File: src/hw/rtl/lzss_pkg.sv
// Shared types and constants of the LZSS window decoder.
package lzss_pkg;

    localparam int WINDOW_DEFAULT = 4096;
    localparam int COUNT_DEFAULT  = 24;
    localparam int LEN_BITS       = 24;
    localparam int START_POS      = 'hfee;
    localparam int MIN_MATCH      = 3;
    localparam int QUEUE_DEPTH    = 4;
    localparam int QUEUE_AW       = $clog2(QUEUE_DEPTH);

    typedef enum logic [1:0] {
        K_NONE  = 2'd0,
        K_LIT   = 2'd1,
        K_MATCH = 2'd2
    } t_kind;

    typedef struct packed {
        t_kind      kind;
        logic [7:0] b1;
        logic [7:0] b2;
        logic       eos;
    } t_cmd;

endpackage

File: src/hw/rtl/lzss_front.sv
// Front end: parses flag, literal and match bytes into commands.
module lzss_front (
    input  logic              i_clk,
    input  logic              i_rst_n,
    input  logic              i_in_valid,
    output logic              o_in_stall,
    input  logic [7:0]        i_data_byte,
    input  logic              i_end_of_stream,
    input  logic              i_q_full,
    output logic              o_push,
    output lzss_pkg::t_cmd    o_cmd
);

    logic [8:0] r_flag, n_flag;
    logic       r_hi, n_hi;
    logic [7:0] r_off, n_off;
    logic       accept;
    logic       push;

    assign accept     = i_in_valid && !i_q_full;
    assign o_in_stall = i_q_full;
    assign o_push     = accept && push;

    always_comb begin
        n_flag     = r_flag;
        n_hi       = r_hi;
        n_off      = r_off;
        push       = 1'b0;
        o_cmd.kind = lzss_pkg::K_NONE;
        o_cmd.b1   = i_data_byte;
        o_cmd.b2   = i_data_byte;
        o_cmd.eos  = i_end_of_stream;
        if (r_hi) begin
            o_cmd.kind = lzss_pkg::K_MATCH;
            o_cmd.b1   = r_off;
            push       = 1'b1;
            n_hi       = 1'b0;
        end else if (r_flag <= 9'd1) begin
            n_flag = {1'b1, i_data_byte};
            push   = i_end_of_stream;
        end else begin
            n_flag = r_flag >> 1;
            if (r_flag[0]) begin
                o_cmd.kind = lzss_pkg::K_LIT;
                push       = 1'b1;
            end else begin
                n_off = i_data_byte;
                n_hi  = 1'b1;
                push  = i_end_of_stream;
            end
        end
        if (i_end_of_stream) begin
            n_flag = '0;
            n_hi   = 1'b0;
            n_off  = '0;
        end
    end

    always_ff @(posedge i_clk) begin
        if (!i_rst_n) begin
            r_flag <= '0;
            r_hi   <= 1'b0;
            r_off  <= '0;
        end else if (accept) begin
            r_flag <= n_flag;
            r_hi   <= n_hi;
            r_off  <= n_off;
        end
    end

endmodule

File: config.mk
export PLATFORM = sky130hd
export DESIGN_NAME = lzss_front
export DESIGN_NICKNAME = d
export VERILOG_FILES = /design/src/hw/rtl/lzss_pkg.sv /design/src/hw/rtl/lzss_front.sv
export SDC_FILE = /design/constraint.sdc
export NUM_CORES = 1
export LEC_CHECK = 0
export BUFFER_PORTS_ARGS = -buffer_cell sky130_fd_sc_hd__buf_2
export CAP_MARGIN = 40
export CORE_MARGIN = 8
export CORE_UTILIZATION = 43
export CTS_CLUSTER_SIZE = 14
export DETAILED_ROUTE_END_ITERATION = 6
export GPL_TIMING_DRIVEN = 0
export PLACE_DENSITY = 0.82
export SYNTH_ARGS = -nofsm -noshare
export SYNTH_HDL_FRONTEND = slang
export SYNTH_SLANG_ARGS = --single-unit
File: constraint.sdc
create_clock -name i_clk -period 1.2 [get_ports i_clk]
set_input_delay 0.24 -clock i_clk [delete_from_list [all_inputs] [get_ports i_clk]]
set_output_delay 0.24 -clock i_clk [all_outputs]
set_load 0.02 [all_outputs]
# [Word level (Yosys, flattened, before mapping)]
# Index checks and enable logic that the tools add are counted.
[word_totals] mem_bits_rw=0 regBits=18 memories=0 latch_bits=0 input_bits=13 romBits=0
[classes] n_bitwise=0 div=0 mul=0 add_sub_neg=0 reduce_logical=5 mux=18 n_shift=0 eq_ne=3 n_lt_le_gt_ge=1
[ops] cell="$mux W8" count=5
[ops] cell="$mux W9" count=3
[ops] cell="$le A9 B1 Y1 const B" count=1
[ops] cell="$mux W1" count=9
[ops] cell="$ne A2 B2 Y1 const B" count=3
[ops] cell="$reduce_and A4 Y1" count=1
[ops] cell="$logic_and A1 B1 Y1" count=2
[ops] cell="$mux W2" count=1
[ops] cell="$reduce_and A2 Y1" count=1
[ops] cell="$logic_not A1 Y1" count=1

# [Depth between registers and ports, before layout]
[depth] depth_word=4 mapped_depth=5 mapped_depth_nobuf=4

# [Least setup slack after synthesis]
# Ideal clock, no wire load.
[synth_path] path_type="register to output" startpoint="reg r_hi" endpoint="out o_push" setup_slack_ns=-0.071 arrival_ns=1.031 required_time_ns=0.960 stages_incl_launch_ff=4 cell_sequence="dfxtp_1 -> buf_2 -> nor2_1 -> a21oi_1"
[synth_between] elab_chain_len=2
[synth_lines] item="from (decl)" line="lzss_front.sv:15" source="logic r_hi, n_hi;"
[synth_lines] item="from (signal assigned)" line="lzss_front.sv:66" source="r_hi <= n_hi;"
[synth_lines] item="$mux W1" line="lzss_front.sv:33" source="if (r_hi) begin"
[synth_lines] item="$logic_and A1 B1 Y1" line="lzss_front.sv:22" source="assign o_push = accept && push;"
[synth_lines] item="to (decl)" line="lzss_front.sv:10" source="output logic o_push,"
# Every way passes these cells.

# [Worst setup path in the final report]
[layout_path] startpoint="reg r_flag[5]" endpoint="out o_push"
[layout_between] elab_chain_len=4
[layout_lines] item="from (decl)" line="lzss_front.sv:14" source="logic [8:0] r_flag, n_flag;"
[layout_lines] item="from (signal assigned)" line="lzss_front.sv:65" source="r_flag <= n_flag;"
[layout_lines] item="$le A9 B1 Y1" line="lzss_front.sv:38" source="end else if (r_flag <= 9'd1) begin"
[layout_lines] item="$mux W1" line="lzss_front.sv:38"
[layout_lines] item="$mux W1" line="lzss_front.sv:33"
[layout_lines] item="$logic_and A1 B1 Y1" line="lzss_front.sv:22"
# Every way passes these cells.

==> results.sh <==
export IMPL_status="complete, but fails checks"
export IMPL_failed_checks="setup timing"
export IMPL_drive_gt1_share_pct=64.83
export IMPL_skew_ns=0.001755
export IMPL_ir_worst_vdd_mv=0.7926
export IMPL_finalHoldViolCount=0
export IMPL_cp_end_kind="output port"
export IMPL_dp_worst_setup_slack_ns=-0.2239
export IMPL_totalWireLength_um=2760
export IMPL_whs_path_depth=2
export IMPL_path_class="reg -> out"
export IMPL_place_congestion=0.8252
export IMPL_io_pins=34
export IMPL_grt_max_degree=11
export IMPL_hp_class="in -> reg"
export IMPL_r2r_slack_ns=-0.30
export IMPL_required_ns=0.96
export IMPL_overflow=0
export IMPL_yosysSeqAreaShare_pct=37.99
export IMPL_fp_dieH_um=62.97
export IMPL_antenna_found_initial=0
export IMPL_rows=17
export IMPL_grt_pass1_vias=930
export IMPL_cts_made_buffers=3
export IMPL_ant_nets=0
export IMPL_path_buf_inv=1
export IMPL_use_met2_pct=21.90
export IMPL_p_leak_uw=0.0006773
export IMPL_drcViolationCount=0
export IMPL_grt_use_met3_pct=3.943
export IMPL_synth_area_um2=948.4
export IMPL_maxClockFrequency_mhz=637.2
export IMPL_cts_root_buf="clkbuf_4"
export IMPL_rr_endpoint="r_off[3]$_SDFFE_PN0P_"
export IMPL_use_met1_pct=14.68
export IMPL_synth_avg_cell_area_um2=9.879
export IMPL_cts_hold_buf=0
export IMPL_cts_max_level=1
export IMPL_yosys_warnings=0
export IMPL_maxCapViolCount=0
export IMPL_setup_viol=29
export IMPL_syn2layout_area_growth_pct=58.18
export IMPL_cp_startpoint="r_flag[5]$_SDFFE_PN0P_"
export IMPL_initial_utilization_pct=44.15
export IMPL_cts_sinks=18
export IMPL_viasPerCell=5.156
export IMPL_hp_start="i_data_byte[2]"
export IMPL_cts_max_path_buffers=2
export IMPL_finalCritPeriodShare_pct=130.8
export IMPL_maxSlewHeadroom_pct=72.97
export IMPL_cpPeakStageDelay_ns=0.35
export IMPL_layout_nets=159
export IMPL_setup_ws_ns=-0.3693
export IMPL_crit_family="simple AND/OR/NAND/NOR gates"
export IMPL_power_density_mw_per_mm2=969.7
export IMPL_period_needed_ns=1.569
export IMPL_routedWlPerCell_um=15.95
export IMPL_synth_cell_types=23
export IMPL_syn_inst=96
export IMPL_firstDrtPassIters=4
export IMPL_num_vias=892
export IMPL_crit_chain="nor4_4, nand2_1, nand2_2, a21oi_2, buf_6"
export IMPL_worst_path_max_delay_cell="dfxtp_2"
export IMPL_synth_seq_cells=18
export IMPL_crit_path_start_kind="flip-flop"
export IMPL_grt_busiest_layer="met2"
export IMPL_dpl_hpwl_um=1775
export IMPL_dieArea_mm2=0.003965
export IMPL_worstPathArrival_ns=1.33
export IMPL_reg2reg_depth=6
export IMPL_syn_num_nets=109
export IMPL_diodes=0
export IMPL_nFillCells=158
export IMPL_fp_coreArea_mm2=0.002148
export IMPL_drt_initial_drc_count=28
export IMPL_cts_clk_slew_worst_paths_ns=0.10
export IMPL_cts_tree="yes"
export IMPL_io_buffers=33
export IMPL_tightest_slew_ns=0.4055
export IMPL_min_to="r_off[2]$_SDFFE_PN0P_"
export IMPL_worstSkewPairLatency_ns=0.29
export IMPL_timing_rr_start="r_flag[8]$_SDFFE_PN0P_"
export IMPL_die_w_um=62.97
export IMPL_total_power_uw=1455
export IMPL_grt_first_pass_wirelength_um=4257
export IMPL_path_max_fanout=3
export IMPL_drv_slew=0
export IMPL_track_usage_pct=12.83
export IMPL_rsz0062_at_grt="true"
-- state kept, by name, summed over array words and instances, names as in the netlist --
| name | flops |
|---|---|
| r_flag | 9 |
| r_off | 8 |
| r_hi | 1 |
-- kinds of logic after synthesis --
| group | count (synthesis) | share of synthesized area, % |
|---|---|---|
| compound gates | 23 | 20.32 |
| buf+inv | 18 | 12.66 |
| flops | 18 | 38.00 |
| mux | 8 | 9.499 |
| simple gates | 29 | 19.52 |
-- cell type report --
class	count	area (um^2)	area share, %
Timing Repair Buffer	46	357.8	23.85
Tap cell	28	35.03	2.335
Buffer	16	127.6	8.507
Clock buffer	4	36.28	2.419
Inverter	1	3.754	0.2502
Multi-Input combinational cell	60	563.0	37.53
Sequential cell	18	376.6	25.10
-- cells in the final DEF (no fill, tap or decap), types with 2 or more instances in the layout --
| cell | instances |
|---|---|
| mux2_4 | 8 |
| nand2_1 | 10 |
| buf_2 | 23 |
| a222oi_1 | 8 |
| nor2b_1 | 9 |
| and3_4 | 2 |
| nor2_1 | 2 |
| a21oi_2 | 3 |
| a32o_1 | 4 |
| o22ai_1 | 4 |
| clkbuf_4 | 3 |
| dfxtp_2 | 7 |
| clkbuf_1 | 2 |
| buf_4 | 19 |
| buf_6 | 16 |
| nor4_4 | 2 |
| dfxtp_1 | 9 |
| dfxtp_4 | 2 |
-- synth_stat cells (all sizes together) --
master / count / area, um^2
o22ai: 4 / 25.02
o21bai: 1 / 7.510
a21o: 1 / 7.510
nor2b: 9 / 56.30
mux2: 8 / 90.09
nor4: 2 / 42.54
a21boi: 1 / 7.510
and3: 2 / 12.51
nand2: 12 / 45.04
a21oi: 3 / 15.01
nor4b: 1 / 15.01
buf: 15 / 108.9
a222oi: 8 / 80.08
inv: 1 / 3.750
nor2: 2 / 7.510
clkbuf: 2 / 7.510
nand2b: 1 / 6.260
o21ba: 1 / 10.01
dfxtp: 18 / 360.4
a32o: 4 / 40.04
-- routing by layer --
layer / routed length [um] / share of wire [%] / up-vias
met5: 0 / 0 / -
met2: 1360 / 49 / 32
met4: 26 / 0.94 / 0
met3: 181 / 6.6 / 4
li1: - / - / 446
met1: 1192 / 43 / 410
-- report_power, final --
part / internal (uW) / total, uW / switching (uW)
registers: 616 / 637 / 21.2
logic: 233 / 443 / 210
clock network: 185 / 374 / 189
-- how the worst max path moves through the flow --
stage | to | slack (ns) | cells after the start
finish | o_push | -0.37 | 5
global placement | r_off[2]$_SDFFE_PN0P_ | -0.21 | 6
detailed placement | r_off[1]$_SDFFE_PN0P_ | -0.22 | 6
floorplan | r_off[0]$_SDFFE_PN0P_ | -0.02 | 5
global route | o_cmd[17] | -0.46 | 5
CTS | o_cmd[17] | -0.36 | 5
-- through the flow --
stage	instances	cell area, um^2	hold WS [ns]	util [%]	TNS (ns)
floorplan	96	978.4	0.3658	-	-0.09471
global placement	157	1179	0.4506	54.86	-3.262
detailed placement	157	1179	0.4650	54.86	-4.084
CTS	171	1396	0.1981	65.00	-6.146
global route	173	1500	0.2026	69.83	-9.642
finish	173	1500	0.2027	69.83	-7.805
-- timing repair --
action | in CTS | in global routing
resized for setup | 32 | 23
pin swaps | 7 | 2
setup buffers | 9 | 2
setup endpoints to repair | 28 | 29
cloned | 1 | 1
(Power assumes the default switching activity.)
