### src/hw/rtl/lzss_pkg.sv
// Shared types and constants of the LZSS window decoder.
package lzss_pkg;

    localparam int WINDOW_DEFAULT = 4096;
    localparam int COUNT_DEFAULT  = 24;
    localparam int LEN_BITS       = 24;
    localparam int START_POS      = 'hfee;
    localparam int MIN_MATCH      = 3;
    localparam int QUEUE_DEPTH    = 4;
    localparam int QUEUE_AW       = $clog2(QUEUE_DEPTH);

    typedef enum logic [1:0] {
        K_NONE  = 2'd0,
        K_LIT   = 2'd1,
        K_MATCH = 2'd2
    } t_kind;

    typedef struct packed {
        t_kind      kind;
        logic [7:0] b1;
        logic [7:0] b2;
        logic       eos;
    } t_cmd;

endpackage

### src/hw/rtl/lzss_cmdq.sv
// Short command queue between the front end and the copy engine.
module lzss_cmdq (
    input  logic              i_clk,
    input  logic              i_rst_n,
    input  logic              i_push,
    input  lzss_pkg::t_cmd    i_cmd,
    input  logic              i_pop,
    output logic              o_full,
    output logic              o_valid,
    output lzss_pkg::t_cmd    o_cmd
);

    lzss_pkg::t_cmd                   r_mem [lzss_pkg::QUEUE_DEPTH];
    logic [lzss_pkg::QUEUE_AW-1:0]    r_wp;
    logic [lzss_pkg::QUEUE_AW-1:0]    r_rp;
    logic [lzss_pkg::QUEUE_AW:0]      r_cnt;

    assign o_full  = (r_cnt == (lzss_pkg::QUEUE_AW + 1)'(lzss_pkg::QUEUE_DEPTH));
    assign o_valid = (r_cnt != '0);
    assign o_cmd   = r_mem[r_rp];

    always_ff @(posedge i_clk) begin
        if (i_push) begin
            r_mem[r_wp] <= i_cmd;
        end
    end

    always_ff @(posedge i_clk) begin
        if (!i_rst_n) begin
            r_wp  <= '0;
            r_rp  <= '0;
            r_cnt <= '0;
        end else begin
            if (i_push) begin
                r_wp <= r_wp + 1'b1;
            end
            if (i_pop) begin
                r_rp <= r_rp + 1'b1;
            end
            if (i_push && !i_pop) begin
                r_cnt <= r_cnt + 1'b1;
            end else if (i_pop && !i_push) begin
                r_cnt <= r_cnt - 1'b1;
            end
        end
    end

endmodule

### config.mk
export PLATFORM = sky130hd
export DESIGN_NAME = lzss_cmdq
export DESIGN_NICKNAME = d
export VERILOG_FILES = /design/src/hw/rtl/lzss_pkg.sv /design/src/hw/rtl/lzss_cmdq.sv
export SDC_FILE = /design/constraint.sdc
export NUM_CORES = 1
export LEC_CHECK = 0
export ABC_CLOCK_PERIOD_IN_PS = 1900
export BUFFER_PORTS_ARGS = -buffer_cell sky130_fd_sc_hd__buf_4
export CORE_AREA = 4 4 81 83
export DETAILED_ROUTE_END_ITERATION = 10
export DIE_AREA = 0 0 85 87
export HOLD_SLACK_MARGIN = 0.03
export PLACE_DENSITY = 0.77
export SLEW_MARGIN = 25
export SYNTH_ARGS = -nofsm -noshare
export SYNTH_HDL_FRONTEND = slang
export SYNTH_SLANG_ARGS = --single-unit
export TNS_END_PERCENT = 10
### constraint.sdc
create_clock -name i_clk -period 1.9 [get_ports i_clk]
set_input_delay 0.19 -clock i_clk [delete_from_list [all_inputs] [get_ports i_clk]]
set_output_delay 0.19 -clock i_clk [all_outputs]
set_load 0.05 [all_outputs]
* Yosys cells after proc, flatten, opt, wreduce, memory -nomap -nowiden *
Memories as Yosys holds them, arrays and structs flattened. A register that Yosys moved wholly into a read port is not among the register bits.
Index checks and enable logic that the tools add are counted.

storage, ports and cells
  memories kept = 1
  logic and storage cells = 21
  bits in writable memories = 76
  bits of input ports = 23
  register bits = 7
  output and inout bits = 21

operators by class
  reductions and logical operators = 6
  $add $sub $neg = 4
  equality and inequality tests = 1
  multiplexer cells = 6

memories
  memory  depth  bits a word  read ports  clocked after memory_dff  wr ports  line             source
  r_mem   4      19           1           1                         1         lzss_cmdq.sv:13  lzss_pkg::t_cmd r_mem [lzss_pkg::QUEUE_DEPTH];

operators by type and width
  operator                                          number
  2-to-1 mux 3 bit                                  2
  adder 2 x 1 -> 2 bit, second input constant       2
  2-to-1 mux 2 bit                                  2
  adder 3 x 1 -> 3 bit, second input constant       1
  equality test 3 bit, second input constant        1
  nonzero test 3 bit                                1
  subtractor 3 x 1 -> 3 bit, second input constant  1
  logical AND 1 bit                                 2
  logical NOT 1 bit                                 2
  2-to-1 mux 1 bit                                  2
  nonzero test 2 bit                                1

* Longest topological paths before layout *
Gate-level depths: netlist of the first run.

  depth after elaboration = 4
  gate-level depth with buffers = 7
  depth with buffers taken out = 7

* Worst setup path before layout of the first run *
OpenSTA, ideal clock, no wires.

  kind = reg2out
  from = register r_cnt[0] (netlist name)
  to = output o_full
  setup slack = 0.212 ns
  stages on the path, launching flop included = 2
  data required time = 1.710 ns
  arrival = 1.498 ns
  cells stage by stage = dfxtp_1 nor3b_1

between the ends
  word-level cells in the longest chain between the ends = 1

RTL lines
  item                    line             source
  start, declared         lzss_cmdq.sv:16  logic [lzss_pkg::QUEUE_AW:0] r_cnt;
  start signal, assigned  lzss_cmdq.sv:41  r_cnt <= r_cnt + 1'b1;
  start signal, assigned  lzss_cmdq.sv:43  r_cnt <= r_cnt - 1'b1;
  equality test 3 bit     lzss_cmdq.sv:18  assign o_full = (r_cnt == (lzss_pkg::QUEUE_AW + 1)'(lzss_pkg::QUEUE_DEPTH));
  end, declared           lzss_cmdq.sv:8   output logic o_full,

Every way passes these cells.

==> results_dict.tcl, run 1 <==
set metrics [dict create \
    outcome "complete, no violations" \
    drive_above_1_share_pct 36.7 \
    htreeDepth 3 \
    post-route-period-util_pct 98.0 \
    drt_pass1_iterations 5 \
    dp_slack_ps 55.1 \
    num_io_pins 44 \
    routedWlPerCell_um 19.1 \
    area_growth_pct 20.6 \
    synth-seq-area-share_pct 76.2 \
    hold_viol 0 \
    antenna_found_initial 0 \
    rows 28 \
    worstPathArrival_ps 1670 \
    nets 231 \
    die_w_um 85 \
    path_max_fanout 10 \
    slew-limit-headroom_pct 80.8 \
    cts-resized-gates 0 \
    cts_tree "done" \
    grt_use_total_pct 15.5 \
    rrSetupSlack_ps 240 \
    whs_path_depth 1 \
    drt_wl_total_um 5400 \
    hold_start "i_cmd[0]" \
    drt-initial-drc-count 80 \
    viasPerCell 5.52 \
    worst_setup_path_end_kind "output pin" \
    r2r_cells 4 \
    holdWs_ps 55.8 \
    maxCapViolations 0 \
    syn_area_per_cell_um2 22.8 \
    crit_type "flip-flop to output pin" \
    grt_pass1_vias 1665 \
    clockBufferDepth 2 \
    gp_congestion 0.656 \
    dp_hpwl_um 3620 \
    ys_types 20 \
    vias 1557 \
    setup_viol 0 \
    r2r_start "r_cnt[0]" \
    worst_slack_ps 37.6 \
    ys_ff_latch 85 \
    overflow 0 \
    ir_worst_vdd_mv 0.569 \
    diodes 0 \
    yosysWarnings 0 \
    syn_inst 142 \
    clock.fmax_mhz 537 \
    dieArea_mm2 0.00740 \
    power.leakage_nw 1.40 \
    finish.utilization_pct 66.6 \
    finalCriticalPeriod_ps 1860 \
    grt_max_degree 20 \
    hold_path_class "input port to flip-flop" \
    final_antenna_net_count 0 \
    die_height_um 87 \
    power_density_mw_per_mm2 1080 \
    syn-num-nets 171 \
    postCtsSetupRepairBufs 0 \
    initial_core_util_pct 55.2 \
    cp-start-kind "flip-flop" \
    syn_area_mm2 0.00323 \
    insertion_delay_ps 330 \
    drcViolationCount 0 \
    cts_sinks 85 \
    skew_ps 6.57 \
    cts_root_buf "clkbuf_8" \
    worstMarginPinSlew_ps 288 \
    critical_path_required_ps 1710 \
    numCtsBuffers 9 \
    whs_endpoint "r_mem[3][0]" \
    drv_slew 0 \
    rsz0062_at_grt "yes" \
    io_buffer_count 43 \
    core_mm2 0.00585 \
    grt_pass1_wl_um 8390 \
    clk_pin_slew_ps 80 \
    reg2reg_to "r_cnt[2]" \
]
==> power breakdown <==
part | leakage [nW] | internal [mW] | switching (mW)
clock network | 0.108 | 0.734 | 0.588
registers | 0.772 | 2.14 | 0.0390
logic | 0.524 | 0.271 | 0.447
total | 1.40 | 3.14 | 1.07
==> repair_timing <==
item                                    in CTS  in global routing
endpoints found under the hold margin        0                  4
endpoints found under the setup margin       0                 18
hold buffers                                 0                  1
==> state kept, by name, summed over array words and instances (netlist names), named ones only <==
register / cells
r_rp: 2
r_wp: 2
r_cnt: 3
r_mem: 76
==> kinds of logic after synthesis <==
kind of cell / Yosys count / share of synthesized area [%]
adder cells (fa/ha/maj): 6 / 2.56
XOR/XNOR: 5 / 1.36
buffers and inverters: 8 / 1.74
flip-flops: 85 / 76.2
multiplexers: 21 / 14.9
AO/OA/AOI/OAI: 2 / 0.387
AND/OR/NAND/NOR: 15 / 2.86
==> worst max-delay path, stage by stage (launching register included) <==
cell	delay, ps
dfxtp_1	330
buf_4	240
mux4_2	560
buf_4	210
==> placed cells by master, fill, tap and decap left out, types with 3 or more instances in the layout <==
| cell | netlist | final |
|---|---|---|
| mux4_1 | 9 | 9 |
| xor2_1 | 3 | 3 |
| mux4_2 | 10 | 10 |
| dfxtp_1 | 9 | 9 |
| inv_1 | 4 | 4 |
| and2_1 | 9 | 9 |
| edfxtp_1 | 76 | 76 |
| ha_1 | 5 | 5 |
| buf_4 | 0 | 52 |
| clkbuf_8 | 0 | 9 |
==> routing by layer <==
metal | global-route usage, % | wire length [um] | vias to the layer above
li1 | - | - | 696
met1 | 17.7 | 2040 | 812
met2 | 27.9 | 3010 | 43
met3 | 3.78 | 276 | 6
met4 | 6.47 | 66 | 0
met5 | 0 | 0 | -
==> cell usage after synthesis <==
cell       n  area (um2)
ha_1       5        62.6
edfxtp_1  76        2280
buf_6      1        11.3
o21ai_0    1        5.00
nor2b_1    2        12.5
nand2_1    1        3.75
xnor2_1    2        17.5
mux2i_1    2        20.0
mux4_2    10         225
buf_12     1        20.0
fa_1       1        20.0
buf_2      2        10.0
xor2_1     3        26.3
or3_1      2        12.5
dfxtp_1    9         180
inv_1      4        15.0
mux4_1     9         236
nor3b_1    1        7.51
a21boi_0   1        7.51
and2_1     9        56.3
==> metrics by stage <==
step	area, um2	instances	TNS (ps)	power, mW
after floorplan	3230	142	0	2.71
after CTS	3890	281	0	4.25
after detailed placement	3670	265	0	2.94
final	3900	282	0	4.22
after global placement	3670	265	0	2.91
after global routing	3900	282	-380	4.38
==> worst max-delay path by stage <==
| stage | startpoint | slack, ps | end | depth (start not counted) |
|---|---|---|---|---|
| 2_1_floorplan | r_cnt[0] | 210 | o_full | 1 |
| 3_3_place_gp | i_pop | 290 | r_cnt[2] | 8 |
| 3_5_place_dp | i_pop | 60 | r_cnt[2] | 8 |
| 4_1_cts | flip-flop | 10 | o_cmd[13] | 3 |
| 5_1_grt | flip-flop | -50 | o_cmd[13] | 3 |
| 6_report | flip-flop | 40 | o_cmd[13] | 3 |
==> layout make-up <==
cell class | count | area (um2)
Tap cell | 75 | 93.8
Fill cell | 378 | 1950
Clock buffer | 9 | 124
Timing Repair Buffer | 53 | 400
Multi-Input combinational cell | 49 | 713
Sequential cell | 85 | 2460
Inverter | 4 | 15.0
Clock inverter | 7 | 90.1
Note: power is estimated with default switching activity, not from simulation.
==> inputs of run 2 (changes only) <==
==> constraint.sdc (replaced) <==
create_clock -name i_clk -period 1.9 [get_ports i_clk]
set_input_delay 0.38 -clock i_clk [delete_from_list [all_inputs] [get_ports i_clk]]
set_output_delay 0.38 -clock i_clk [all_outputs]
set_load 0.05 [all_outputs]
==> run 2 against run 1 <==
  * The run now ends with negative setup slack left
  * Count of clock-buffer cells in the layout stayed put
  * Sequential share of layout area is 1.4 points lower
  * First-iteration DRC count is 5.0% lower
  * Clock power is 9.8% higher
  * Wire length is 4.4% lower
  * Critical path type unchanged
==> results_dict.tcl, run 2 (same netlist as run 1, synthesis figures left out) <==
set metrics [dict create \
    postCtsSetupRepairBufs 0 \
    path_max_fanout 10 \
    core_mm2 0.00585 \
    largest_register_ffs 76 \
    cts_tree "done" \
    finish.utilization_pct 68.3 \
    skew_ps 4.74 \
    worst_slack_ps -54.8 \
    initial_core_util_pct 55.2 \
    nets 231 \
    placed_area_mm2 0.00369 \
    area_growth_pct 23.6 \
    viasPerCell 5.28 \
    clk_pin_slew_ps 80 \
    final_antenna_net_count 0 \
    vias 1489 \
    cts_sinks 85 \
    gp_congestion 0.658 \
    routedWlPerCell_um 18.3 \
    worstPathArrival_ps 1570 \
    grt_pass1_wl_um 8350 \
    grt_pass1_vias 1666 \
    drv_slew 0 \
    numCtsBuffers 9 \
    clock.fmax_mhz 512 \
    worstMarginPinSlew_ps 288 \
    rows 28 \
    htreeDepth 3 \
    crit_type "flip-flop to output pin" \
    regArea_mm2 0.00247 \
    violations "negative setup slack" \
    cp-start-kind "flip-flop" \
    num_io_pins 44 \
    mostFrequentLayoutCells "edfxtp_1 (76), buf_4 (30), buf_6 (21), mux4_2 (19)" \
    cp_slowest_stage_delay_ps 530 \
    hold_viol 0 \
    top_regs "r_mem: 76 flops, r_cnt: 3 flops" \
    slew-limit-headroom_pct 80.8 \
    die_height_um 87 \
    rsz0062_at_grt "yes" \
    overflow 0 \
    die_w_um 85 \
    dp_slack_ps 13.8 \
    worstPathCellList "buf_12, mux4_2, buf_6" \
    insertion_delay_ps 330 \
    worst_setup_path_end_kind "output pin" \
    clockBufferDepth 2 \
    drive_above_1_share_pct 42.5 \
    io_buffer_count 43 \
    drt_wl_total_um 5160 \
    multi_input_area_um2 679 \
    critical_path_required_ps 1520 \
    drt-initial-drc-count 76 \
    crit_slowest_cell "mux4_2" \
    grt_use_total_pct 15.6 \
    diodes 0 \
    post-route-period-util_pct 103 \
    regMostFlops "r_mem" \
    fin_total_pwr_mw 4.42 \
    setup_viol 16 \
    cts_root_buf "clkbuf_8" \
    power.leakage_nw 1.41 \
    nFillCells 361 \
    dp_hpwl_um 3480 \
    rrSetupSlack_ps 380 \
    final_common_cell "edfxtp_1" \
    finalCriticalPeriod_ps 1950 \
    maxCapViolations 0 \
    power_density_mw_per_mm2 1110 \
    outcome "complete, but fails checks" \
    antenna_found_initial 0 \
    setup_tns_ps -474 \
    hold_buffers 0 \
    drcViolationCount 0 \
    finalInstanceArea_mm2 0.00399 \
    grt_max_degree 20 \
    dieArea_mm2 0.00740 \
    ir_worst_vdd_mv 0.678 \
    drt_pass1_iterations 4 \
    hold_path_class "input port to flip-flop" \
]
run 2: cell count changes in the layout (fill, tap and decap cells not counted), sizes merged:
cell / change
clkinv: -3
bufinv: +1
clkinvlp: +2
buf: +1
dlygate4sd3: -1
run 2: cell type report:
class                   count  area share [%]
flip-flops and latches     85            61.7
repair buffers             53            12.6
clock buffers               9            3.10
well taps                  75            2.35
inverters                   4           0.376
clock inverters             7            2.85
multi-input cells          49            17.0
run 2: what timing repair did:
item | in CTS | in global routing
gates cloned | 1 | 0
setup endpoints to repair | 19 | 19
resized for setup | 36 | 0
run 2: per-stage QoR:
step                hold slack [ps]  std cells
finish                          242        282
global route                    214        282
CTS                             221        282
detailed placement              520        265
global placement                477        265
floorplan                       467        142
run 2: path summary, 6_finish.rpt:
kind / start / to / cells past startpoint
min reg2reg: r_cnt[2] / r_cnt[2] / 2
max reg2reg: r_cnt[0] / r_cnt[2] / 4
min: i_cmd[11] / r_mem[3][11] / 1
max: flip-flop / o_cmd[13] / 3
run 2: worst max-delay path: cells and delay by family (launching register included):
| family | cells | cell delay, ps |
|---|---|---|
| buffers and inverters | 2 | 320 |
| multiplexers | 1 | 530 |
| flip-flops | 1 | 380 |
run 2: power breakdown:
| group | switching, mW | internal (mW) | leakage, nW | total, mW |
|---|---|---|---|---|
| Clock | 0.583 | 0.866 | 0.113 | 1.45 |
| Sequential | 0.0434 | 2.14 | 0.773 | 2.18 |
| Combinational | 0.456 | 0.329 | 0.526 | 0.785 |
| Total | 1.08 | 3.33 | 1.41 | 4.42 |
run 2: routing by layer:
| layer | track usage (%) | wire length [um] | vias up |
|---|---|---|---|
| met3 | 3.50 | 230 | 4 |
| li1 | - | - | 687 |
| met4 | 7.77 | 47 | 0 |
| met2 | 27.2 | 2900 | 37 |
| met1 | 18.1 | 1980 | 761 |
| met5 | 0 | 0 | - |
==> inputs of run 3 (changes only) <==
- RECOVER_POWER: not set -> 100
- SETUP_SLACK_MARGIN: not set -> 0.05
==> run 3 against run 2 <==
  * The run still ends with negative setup slack left
  * Global-route usage grew 0.19 points
  * Register-to-register slack lost 120 ps
  * Count of clock-buffer cells in the layout is the same
  * Highest routed layer unchanged
==> results_dict.tcl, run 3 (same netlist as run 1, synthesis figures left out) <==
set metrics [dict create \
    critical_path_required_ps 1520 \
    clk_pin_slew_ps 80 \
    drv_slew 0 \
    core_mm2 0.00585 \
    antenna_found_initial 0 \
    power.leakage_nw 1.30 \
    mostFrequentLayoutCells "edfxtp_1 (76), clkbuf_1 (26), mux4_2 (19), buf_6 (18), clkbuf_8 (9)" \
    postCtsSetupRepairBufs 0 \
    grt_pass1_vias 1674 \
    die_height_um 87 \
    numCtsBuffers 9 \
    cts_tree "done" \
    rsz0062_at_grt "yes" \
    cts_sinks 85 \
    p_sw_mw 1.11 \
    worst_slack_ps -67.6 \
    worstMarginPinSlew_ps 665 \
    clockBufferDepth 2 \
    r2r_cells 4 \
    top_regs "r_mem: 76 flops, r_cnt: 3 flops" \
    routedWlPerCell_um 18.8 \
    finalCriticalPeriod_ps 1970 \
    post-route-period-util_pct 104 \
    p_sw_share_pct 26.7 \
    clkPwrFrac_pct 29.3 \
    placed_area_mm2 0.00370 \
    power_density_mw_per_mm2 1080 \
    setup_tns_ps -965 \
    dp_hpwl_um 3520 \
    overflow 0 \
    nets 231 \
    final_antenna_net_count 0 \
    insertion_delay_ps 330 \
    vias 1508 \
    initial_core_util_pct 55.2 \
    largest_register_ffs 76 \
    num_io_pins 44 \
    cts_root_buf "clkbuf_8" \
    whs_path_depth 1 \
    maxCapViolations 0 \
    drt_wl_total_um 5310 \
    finalInstanceArea_mm2 0.00387 \
    slew-limit-headroom_pct 55.6 \
    dieArea_mm2 0.00740 \
    diodes 0 \
    setup_viol 19 \
    drt_pass1_iterations 4 \
    grt_pass1_wl_um 8590 \
    drcViolationCount 0 \
    gp_congestion 0.679 \
    hold_viol 0 \
    worstPathCellList "buf_16, mux4_2, buf_8" \
    grt_use_total_pct 15.7 \
    crit_type "flip-flop to output pin" \
    path_max_fanout 9 \
    worstPathArrival_ps 1590 \
    clock.fmax_mhz 508 \
    seqPwrFrac_pct 52.4 \
    grt_max_degree 20 \
    hold_path_class "input port to flip-flop" \
    pwr-share-comb_pct 18.2 \
    violations "negative setup slack" \
    area_growth_pct 19.8 \
    drive_above_1_share_pct 30.9 \
    rows 28 \
    viasPerCell 5.35 \
    p_int_mw 3.05 \
    regMostFlops "r_mem" \
    dp.cells 265 \
    skew_ps 3.27 \
    cp_slowest_stage_delay_ps 530 \
    io_buffer_count 43 \
    die_w_um 85 \
    fin_total_pwr_mw 4.17 \
    cp-start-kind "flip-flop" \
    drt-initial-drc-count 82 \
    final_common_cell "edfxtp_1" \
    outcome "complete, but fails checks" \
    worst_setup_path_end_kind "output pin" \
    ir_worst_vdd_mv 0.695 \
    htreeDepth 3 \
    stdcell_count 282 \
    crit_slowest_cell "mux4_2" \
]
[run 3: worst paths after layout]
kind         startpoint           to  slack, ps
max           flip-flop     o_cmd[7]        -70
min reg2reg    r_cnt[2]     r_cnt[2]        550
max reg2reg     r_wp[0]  r_mem[0][3]        260
min            i_cmd[2]  r_mem[0][2]        290
[run 3: critical path, delay by kind of cell, from the launching register on]
| family | cells | cell delay, ps |
|---|---|---|
| buf+inv | 2 | 320 |
| mux | 1 | 530 |
| flops | 1 | 400 |
[run 3: metrics by stage]
stage	setup WS (ps)	hold WS (ps)	util, %
2_1_floorplan	243	466	-
3_3_place_gp	96.4	478	63.3
3_5_place_dp	1.15	531	63.3
4_1_cts	-101	225	68.0
5_1_grt	-148	283	66.2
6_report	-67.6	294	66.2
[run 3: routing by layer]
metal / GRT usage, % / part of all wire, %
met1: 18.3 / 39
met3: 4.64 / 4.4
met4: 5.61 / 0.75
met2: 27.9 / 56
met5: 0 / 0
[run 3: power by group through the flow]
stage / logic, mW / registers, mW / clock network [mW]
3_5_place_dp: 0.731 / 2.22 / 0
3_3_place_gp: 0.708 / 2.21 / 0
5_1_grt: 0.800 / 2.19 / 1.35
4_1_cts: 0.806 / 2.19 / 1.25
2_1_floorplan: 0.502 / 2.21 / 0
6_report: 0.760 / 2.19 / 1.22
[run 3: layout make-up]
type | count | area (um2)
Tap cell | 75 | 93.8
Multi-Input combinational cell | 49 | 684
Fill cell | 401 | 1980
Inverter | 4 | 15.0
Clock inverter | 7 | 75.1
Timing Repair Buffer | 53 | 413
Sequential cell | 85 | 2470
Clock buffer | 9 | 124
[run 3: what timing repair did]
item / CTS / global route
setup endpoints to repair: 19 / 19
hold buffers: 0 / 0
gates cloned: 1 / 0
resized for setup: 32 / 0
hold endpoints to repair: 0 / 0
